--- src/hdl/assert_macros.svh ---
// Assertion helpers for the RTL files; the core module includes them.
`ifndef ASSERT_MACROS_SVH
`define ASSERT_MACROS_SVH

// A condition that must hold at every clock edge outside reset.
`define ASSERT_ALWAYS(lbl, cond, msg) \
  lbl: assert property (@(posedge clk) disable iff (!rst_n) (cond)) else $error(msg);

// An antecedent that implies a consequent in the same cycle.
`define ASSERT_IMPL(lbl, ante, cons, msg) \
  lbl: assert property (@(posedge clk) disable iff (!rst_n) (ante) |-> (cons)) \
    else $error(msg);

// An antecedent that implies a consequent in the next cycle, checked in reset too.
`define ASSERT_NEXT_RAW(lbl, ante, cons, msg) \
  lbl: assert property (@(posedge clk) (ante) |=> (cons)) else $error(msg);

`endif

--- src/hdl/tlfk_pkg.sv ---
`timescale 1ns / 1ps
package tlfk_pkg;

  localparam int ANGLE_BITS_DEF  = 16;
  localparam int LENGTH_BITS_DEF = 16;

  localparam int CORDIC_STEPS = 28;
  localparam int XW           = 33;   // CORDIC x/y, 2^30 scaled
  localparam int ZW           = 33;   // CORDIC residual angle
  localparam int Q15_W        = 16;
  localparam logic signed [XW-1:0] CORDIC_ONE = 33'sd652032874;

  localparam int XY_W   = 18;
  localparam int D_W    = 17;
  localparam int XY_MAX = 131071;
  localparam int XY_MIN = -131072;
  localparam int D_MAX  = 131071;

  localparam int SQRT_STEPS = 18;
  localparam int NW         = 36;

  localparam int CORDIC_LAT = CORDIC_STEPS + 2;
  localparam int SQRT_LAT   = SQRT_STEPS + 1;

  // Register indexes decoded from the address.
  localparam logic REG_FIRST_LEN  = 1'b0;
  localparam logic REG_SECOND_LEN = 1'b1;

  // Arctangent of 2^-i in units where 2^32 is one full turn.
  function automatic logic [31:0] atan_turn(input int i);
    logic [31:0] v;
    case (i)
      0:  v = 32'd536870912;
      1:  v = 32'd316933406;
      2:  v = 32'd167458907;
      3:  v = 32'd85004756;
      4:  v = 32'd42667331;
      5:  v = 32'd21354465;
      6:  v = 32'd10679838;
      7:  v = 32'd5340245;
      8:  v = 32'd2670163;
      9:  v = 32'd1335087;
      10: v = 32'd667544;
      11: v = 32'd333772;
      12: v = 32'd166886;
      13: v = 32'd83443;
      14: v = 32'd41722;
      15: v = 32'd20861;
      16: v = 32'd10430;
      17: v = 32'd5215;
      18: v = 32'd2608;
      19: v = 32'd1304;
      20: v = 32'd652;
      21: v = 32'd326;
      22: v = 32'd163;
      23: v = 32'd81;
      24: v = 32'd41;
      25: v = 32'd20;
      26: v = 32'd10;
      27: v = 32'd5;
      default: v = 32'd0;
    endcase
    return v;
  endfunction

  // Round a 2^30 scaled value to Q1.15 and saturate.
  function automatic logic signed [Q15_W-1:0] to_q15(input logic signed [XW-1:0] v);
    logic signed [XW:0] t;
    t = ((XW+1)'(v) + (XW+1)'(16384)) >>> 15;
    if (t > 32767) return 16'sh7fff;
    if (t < -32768) return 16'sh8000;
    return t[Q15_W-1:0];
  endfunction

endpackage

--- src/hdl/tlfk_isqrt.sv ---
`timescale 1ns / 1ps
module tlfk_isqrt import tlfk_pkg::*; (
  input  logic           clk,
  input  logic           en,
  input  logic [NW-1:0]  radicand,
  output logic [D_W-1:0] root
);

  logic [NW-1:0]  n_r [0:SQRT_STEPS];
  logic [NW-1:0]  r_r [0:SQRT_STEPS];
  logic [NW-1:0]  r_fin;
  logic [D_W-1:0] root_r;

  assign n_r[0] = radicand;
  assign r_r[0] = '0;

  // One result bit per stage, highest first.
  for (genvar k = 0; k < SQRT_STEPS; k++) begin : g_bit
    localparam logic [NW-1:0] BIT = NW'(1) << (2 * (SQRT_STEPS - 1 - k));
    logic [NW:0] trial;
    assign trial = {1'b0, r_r[k]} + {1'b0, BIT};
    always_ff @(posedge clk) begin
      if (en) begin
        if ({1'b0, n_r[k]} >= trial) begin
          n_r[k+1] <= n_r[k] - trial[NW-1:0];
          r_r[k+1] <= (r_r[k] >> 1) + BIT;
        end else begin
          n_r[k+1] <= n_r[k];
          r_r[k+1] <= r_r[k] >> 1;
        end
      end
    end
  end

  // Round to nearest: the remainder exceeds the root past the half point.
  assign r_fin = r_r[SQRT_STEPS] + NW'(n_r[SQRT_STEPS] > r_r[SQRT_STEPS]);

  always_ff @(posedge clk) begin
    if (en) begin
      root_r <= (r_fin > NW'(D_MAX)) ? D_W'(D_MAX) : r_fin[D_W-1:0];
    end
  end

  assign root = root_r;

endmodule

--- config.mk ---
export PLATFORM = sky130hd
export DESIGN_NAME = tlfk_isqrt
export DESIGN_NICKNAME = d
export VERILOG_FILES = /design/src/hdl/assert_macros.svh /design/src/hdl/tlfk_pkg.sv /design/src/hdl/tlfk_isqrt.sv
export SDC_FILE = /design/constraint.sdc
export NUM_CORES = 1
export LEC_CHECK = 0
export BUFFER_PORTS_ARGS = -buffer_cell sky130_fd_sc_hd__clkbuf_2
export CAP_MARGIN = 20
export CORE_ASPECT_RATIO = 1.75
export CORE_MARGIN = 1
export CORE_UTILIZATION = 40
export DETAILED_ROUTE_END_ITERATION = 12
export PLACE_DENSITY = 0.66
export SETUP_SLACK_MARGIN = 0.02
export SLEW_MARGIN = 20
export SYNTH_ARGS = -nofsm -noshare
export SYNTH_HDL_FRONTEND = slang
export SYNTH_SLANG_ARGS = --single-unit
--- constraint.sdc ---
create_clock -name clk -period 3.42 [get_ports clk]
set_clock_uncertainty 0.2 [all_clocks]
set_input_delay 0.684 -clock clk [delete_from_list [all_inputs] [get_ports clk]]
set_output_delay 0.684 -clock clk [all_outputs]
set_load 0.1 [all_outputs]
== After elaboration in Yosys (flattened, before gate mapping) ==
Cells that the tools add are included.

* Flip-flop bits (word level): 1313
* Bits in read-only memories: 0
* Output and inout port bits: 17
* Memories kept: 0
* Latch bits: 0
* Memory bits (writable): 0
* Word-level logic and storage cells: 163

* Eq/ne operators: 0
* Shift operators: 0
* Bitwise gates (word level): 0
* Reduce and logical (&&, ||, !) cells: 0
* Multiplexer cells: 36
* Divide/modulo/power cells: 0
* Add/subtract/negate cells: 53
* Multipliers: 0
* $lt $le $gt $ge: 20

{| class="wikitable"
|+ Operator list
! cell !! number
|-
| 36-bit two-way mux || 18
|-
| 35-bit two-way mux || 18
|-
| 36-bit by 37-bit >= comparator with 1-bit output || 17
|-
| 36-bit subtractor || 17
|-
| 36-bit by 1-bit adder with 37-bit output (second input constant) || 1
|-
| 36-bit by 11-bit adder with 37-bit output (second input constant) || 1
|-
| 36-bit by 13-bit adder with 37-bit output (second input constant) || 1
|-
| 36-bit by 15-bit adder with 37-bit output (second input constant) || 1
|-
| 36-bit by 17-bit adder with 37-bit output (second input constant) || 1
|-
| 36-bit by 19-bit adder with 37-bit output (second input constant) || 1
|-
| 36-bit by 21-bit adder with 37-bit output (second input constant) || 1
|-
| 36-bit by 23-bit adder with 37-bit output (second input constant) || 1
|-
| 36-bit by 25-bit adder with 37-bit output (second input constant) || 1
|-
| 36-bit by 27-bit adder with 37-bit output (second input constant) || 1
|-
| 36-bit by 29-bit adder with 37-bit output (second input constant) || 1
|-
| 36-bit by 3-bit adder with 37-bit output (second input constant) || 1
|-
| 36-bit by 31-bit adder with 37-bit output (second input constant) || 1
|-
| 36-bit by 33-bit adder with 37-bit output (second input constant) || 1
|-
| 36-bit by 5-bit adder with 37-bit output (second input constant) || 1
|-
| 36-bit by 7-bit adder with 37-bit output (second input constant) || 1
|-
| 36-bit by 9-bit adder with 37-bit output (second input constant) || 1
|-
| 35-bit by 1-bit adder with 36-bit output (second input constant) || 1
|-
| 35-bit by 11-bit adder with 36-bit output (second input constant) || 1
|-
| 35-bit by 13-bit adder with 36-bit output (second input constant) || 1
|-
| other kinds (19) || 19
|}

== Depth between registers and ports, before layout ==
* Depth after elaboration: 3
* Depth in mapped cells: 19

== Worst setup path before layout ==
No wires, ideal clock.

* Path type: register to register
* From: register r_r[9] (netlist bit)
* To: register root_r[10] (netlist: root[10]) (data pin)
* Path buffers: 1
* Stages on the path, launching flop included: 18
* Arrival time: 3021 ps
* Library setup time: 268 ps
* Period minus slack after synthesis: 3489 ps
* Slack: -69 ps
* Cells stage by stage: edfxtp_1 -> inv_1 -> ha_1 -> a21o_1 -> a21o_1 -> a21oi_1 -> o211ai_1 -> a21oi_1 -> o21ai_0 -> ha_1 -> and3_1 -> and3_1 -> and2_1 -> and3_1 -> nand4_1 -> mux2_2 -> clkbuf_1 -> nand2_1

* Cells in the longest elaborated chain, start to end: 3

{| class="wikitable"
|+ Ends and longest elaborated chain
! element !! RTL line !! source
|-
| start, declared || tlfk_isqrt.sv:10 || <nowiki>logic [NW-1:0] r_r [0:SQRT_STEPS];</nowiki>
|-
| start signal, assigned by index || tlfk_isqrt.sv:26 || <nowiki>r_r[k+1] <= (r_r[k] >> 1) + BIT;</nowiki>
|-
| start signal, assigned by index || tlfk_isqrt.sv:29 || <nowiki>r_r[k+1] <= r_r[k] >> 1;</nowiki>
|-
| 36-bit greater-than comparator || tlfk_isqrt.sv:36 || <nowiki>assign r_fin = r_r[SQRT_STEPS] + NW'(n_r[SQRT_STEPS] > r_r[SQRT_STEPS]);</nowiki>
|-
| 36-bit by 1-bit adder with 36-bit output (*) || tlfk_isqrt.sv:36 ||
|-
| 36-bit by 17-bit greater-than comparator with 1-bit output || tlfk_isqrt.sv:40 || <nowiki>root_r <= (r_fin > NW'(D_MAX)) ? D_W'(D_MAX) : r_fin[D_W-1:0];</nowiki>
|-
| end signal, assigned || tlfk_isqrt.sv:40 ||
|-
| end, declared || tlfk_isqrt.sv:12 || <nowiki>logic [D_W-1:0] root_r;</nowiki>
|}

Every way passes the cells marked *; elsewhere a longest branch is shown, timed or not.
A chain may end at the register's enable or synchronous reset.

== Worst setup path after layout ==
* From: register n_r[9] (netlist bit)
* To: register root_r[4] (netlist: root[4]) (data pin)

* Cells in the longest elaborated chain, start to end: 3

{| class="wikitable"
|+ Ends and longest elaborated chain
! element !! RTL line !! source
|-
| start, declared || tlfk_isqrt.sv:9 || <nowiki>logic [NW-1:0] n_r [0:SQRT_STEPS];</nowiki>
|-
| start signal, assigned by index || tlfk_isqrt.sv:25 || <nowiki>n_r[k+1] <= n_r[k] - trial[NW-1:0];</nowiki>
|-
| start signal, assigned by index || tlfk_isqrt.sv:28 || <nowiki>n_r[k+1] <= n_r[k];</nowiki>
|-
| 36-bit greater-than comparator (*) || tlfk_isqrt.sv:36 ||
|-
| 36-bit by 1-bit adder with 36-bit output (*) || tlfk_isqrt.sv:36 ||
|-
| 36-bit by 17-bit greater-than comparator with 1-bit output || tlfk_isqrt.sv:40 ||
|}

Marked as above.

==> flow_summary.ini <==
[run_status]
status = finished, violations left
violations = setup timing

[cts]
clkSinkCount = 836
cts_buffers = 80
clk_path_buf_depth = 3
htree_levels = 3
root_buffer = clkbuf_16
cts_tree = done
clk-insertion-delay-late_ns = 0.67
clk_pin_slew_worst_paths_ns = 0.06

[sta]
fin_crit_ns = 3.46
layout_setup_ws_ns = -0.0417
setup_viol = 11
hold_viol_final = 0
fmax_mhz = 289
rsz0062_at_grt = true
period_share_pct = 101
worstMarginPinSlew_ns = 0.928
timing.hold.ws_ns = 0.124
slew_viol_final = 0
relSlewSlack_pct = 37.7

[yosys]
yosys.area_share.simple_pct = 11.5
synthesis.nets = 3368
yosys_register_bits = 836
syn_area_per_cell_um2 = 12.8
yosys-mux-area-fraction_pct = 0.996
synth_cell_type_count = 79
yosys_warnings = 0
syn_inst = 3122
synth_top_family_by_area = simple AND/OR/NAND/NOR gates
ys_seq_area_share_pct = 62.9
synth-adder-area-share_pct = 6.52
synthFlopType = edfxtp_1
synthArstFlopShare_pct = 0
synthXorXnorAreaFrac_pct = 6.58
synth_compound_area_share_pct = 8.80
synth_edf_count = 836
syn_area_um2 = 39900

[power_and_ir_drop]
power_w = 0.0281
p_leak_nw = 18.0
power_density_nw_per_um2 = 597
ir_drop_uv = 627

[drt]
wl_mm = 85.2
wl_per_cell_um = 17.6
vias = 25300
viasPerCell = 5.22
drt_pass1_iterations = 5
drt_iter0_drc = 1291
antenna_left = 0
drc = 0

[cells_and_area]
nets = 3718
finish.utilization_pct = 47.4
drive_gt1_share_pct = 14.7
nFillCells = 8738
area_delta_synth_final_pct = 17.7
layout_common_cells = edfxtp_1, inv_1, buf_4, ha_1, nand2_1
final_common_cell = edfxtp_1
stdcell_count = 4852

[die]
die_y_um = 420
dieWidth_um = 241
start_util_pct = 40.3
pin_count = 55
dieArea_um2 = 101000
coreArea_um2 = 99200
num_rows = 153

[placed_design]
dp_hpwl_mm = 64.3
place.gp.congestion = 0.925
numPortBuffers = 54
dp_cells = 4666

[setup_path]
reg2reg_from = n_r[9]
cp_slowest_cell = edfxtp_1
startpoint_type = register
setup.worst_path.end = root[4]
reg2reg_depth = 16
worst-path-buf-inv = 1
r2r_end = root[4]
worst-path-max-fanout = 8
rrSetupSlack_ns = -0.04
critPathTopFamily = simple AND/OR/NAND/NOR gates
required_ns = 3.73
cp.depth = 16
worstPathArrival_ns = 3.77
path_common_cell = and3_4
startpoint = n_r[9]
end_kind = register
worstPathCellList = ha_4 > a21o_1 > a21o_1 > a21oi_2 > o211ai_1 > a21oi_1 > o21ai_1 > ha_2 > and3_4 > and3_4 > and2_4 > and3_4 > nand4_1 > buf_4 > mux2_4 > nand2_2
cpPeakStageDelay_ns = 0.42
path_class = register to register

[grt]
first_global_vias = 27000
grt_use_total_pct = 17.1
grt_max_degree = 93
grt_overflow = 0
grt_pass1_wl_mm = 132
antenna_found_initial = 2

[worst_hold_path]
holdCritPathClass = input pin to register

[run]
maxCapViolCount = 0
kinds of logic (layout without fill, tap and decap cells):
group	count (synthesis)	in the layout
AO/OA/AOI/OAI	564	564
XOR/XNOR	300	300
adder cells (fa/ha/maj)	208	208
buffers and inverters	293	703
flip-flops	836	836
multiplexers	36	38
other	0	1
AND/OR/NAND/NOR	885	885
stage by stage:
stage | setup TNS (ns) | worst slack, ns | area [µm²]
after floorplan | 0 | 0.0270 | 39900
after global placement | -5.00 | -0.319 | 43700
after detailed placement | -6.37 | -0.433 | 43700
after CTS | -0.164 | -0.0227 | 46800
after global routing | -2.43 | -0.174 | 47000
final | -0.243 | -0.0417 | 47000
synth_stat cells (8+ instances only):
| cell type | count | area (µm²) |
|---|---|---|
| edfxtp_1 | 836 | 25100 |
| inv_1 | 243 | 912 |
| ha_1 | 208 | 2600 |
| nand2_1 | 199 | 747 |
| nor2_1 | 189 | 709 |
| a21oi_1 | 187 | 936 |
| xor2_1 | 151 | 1320 |
| o21ai_0 | 150 | 751 |
| xnor2_1 | 149 | 1310 |
| nor4_1 | 92 | 576 |
| nor3_1 | 91 | 455 |
| a21o_1 | 54 | 405 |
| nand2b_1 | 51 | 319 |
| nand4_1 | 42 | 263 |
| clkbuf_1 | 40 | 150 |
| nand3_1 | 39 | 195 |
| or3_1 | 32 | 200 |
| mux2_2 | 30 | 338 |
| or4_1 | 30 | 225 |
| nor2b_1 | 29 | 181 |
| o21a_1 | 28 | 210 |
| nor4b_1 | 20 | 175 |
| o211ai_1 | 19 | 143 |
| and3_1 | 18 | 113 |
| o31ai_1 | 18 | 135 |
| o21bai_1 | 13 | 97.6 |
| or2_2 | 11 | 68.8 |
| a211oi_1 | 9 | 67.6 |
| and4_1 | 9 | 78.8 |
| and2_1 | 8 | 50.1 |
flip-flops by register name, indices dropped and copies added (netlist names):
| name | cells |
|---|---|
| root | 17 |
| r_r | 171 |
| n_r | 648 |
layout make-up:
cell class	count	area, µm²	area share (%)
clock buffer	94	2050	4.37
multi-input combinational	1995	14100	30.0
sequential	836	25100	53.4
inverter	243	912	1.94
tap	1317	1650	3.50
timing repair buffer	316	2620	5.58
antenna	1	2.50	0.00532
clock inverter	50	571	1.21
power by group:
part | internal, W | total [W] | switching (W)
combinational | 0.00243 | 0.00545 | 0.00302
clock | 0.00504 | 0.00894 | 0.00390
sequential | 0.0129 | 0.0137 | 0.000817
worst min path at each step:
stage,cells past startpoint,end,startpoint,slack (ns)
after detailed placement,0,r_r[535],r_r[572],0.23
after CTS,2,r_r[646],radicand[35],0.09
after global placement,0,n_r[409],n_r[445],0.23
after global routing,2,r_r[646],radicand[35],0.11
final,2,r_r[646],radicand[34],0.12
after floorplan,0,n_r[375],n_r[411],0.22
timing repair:
action | 4_1_cts | 5_1_grt
cloned | 2 | 0
setup buffers | 3 | 2
pin swaps | 14 | 9
hold endpoints to repair | 34 | 0
endpoints found under the setup margin | 52 | 67
hold buffers | 34 | 0
gates resized for setup | 33 | 39
per-layer routing:
metal	track usage [%]	share of wire, %
met1	11.3	27
met2	37.8	62
met5	0	0
met4	14.0	8.8
met3	2.13	2.5
Power figures use the tool's default switching activity.
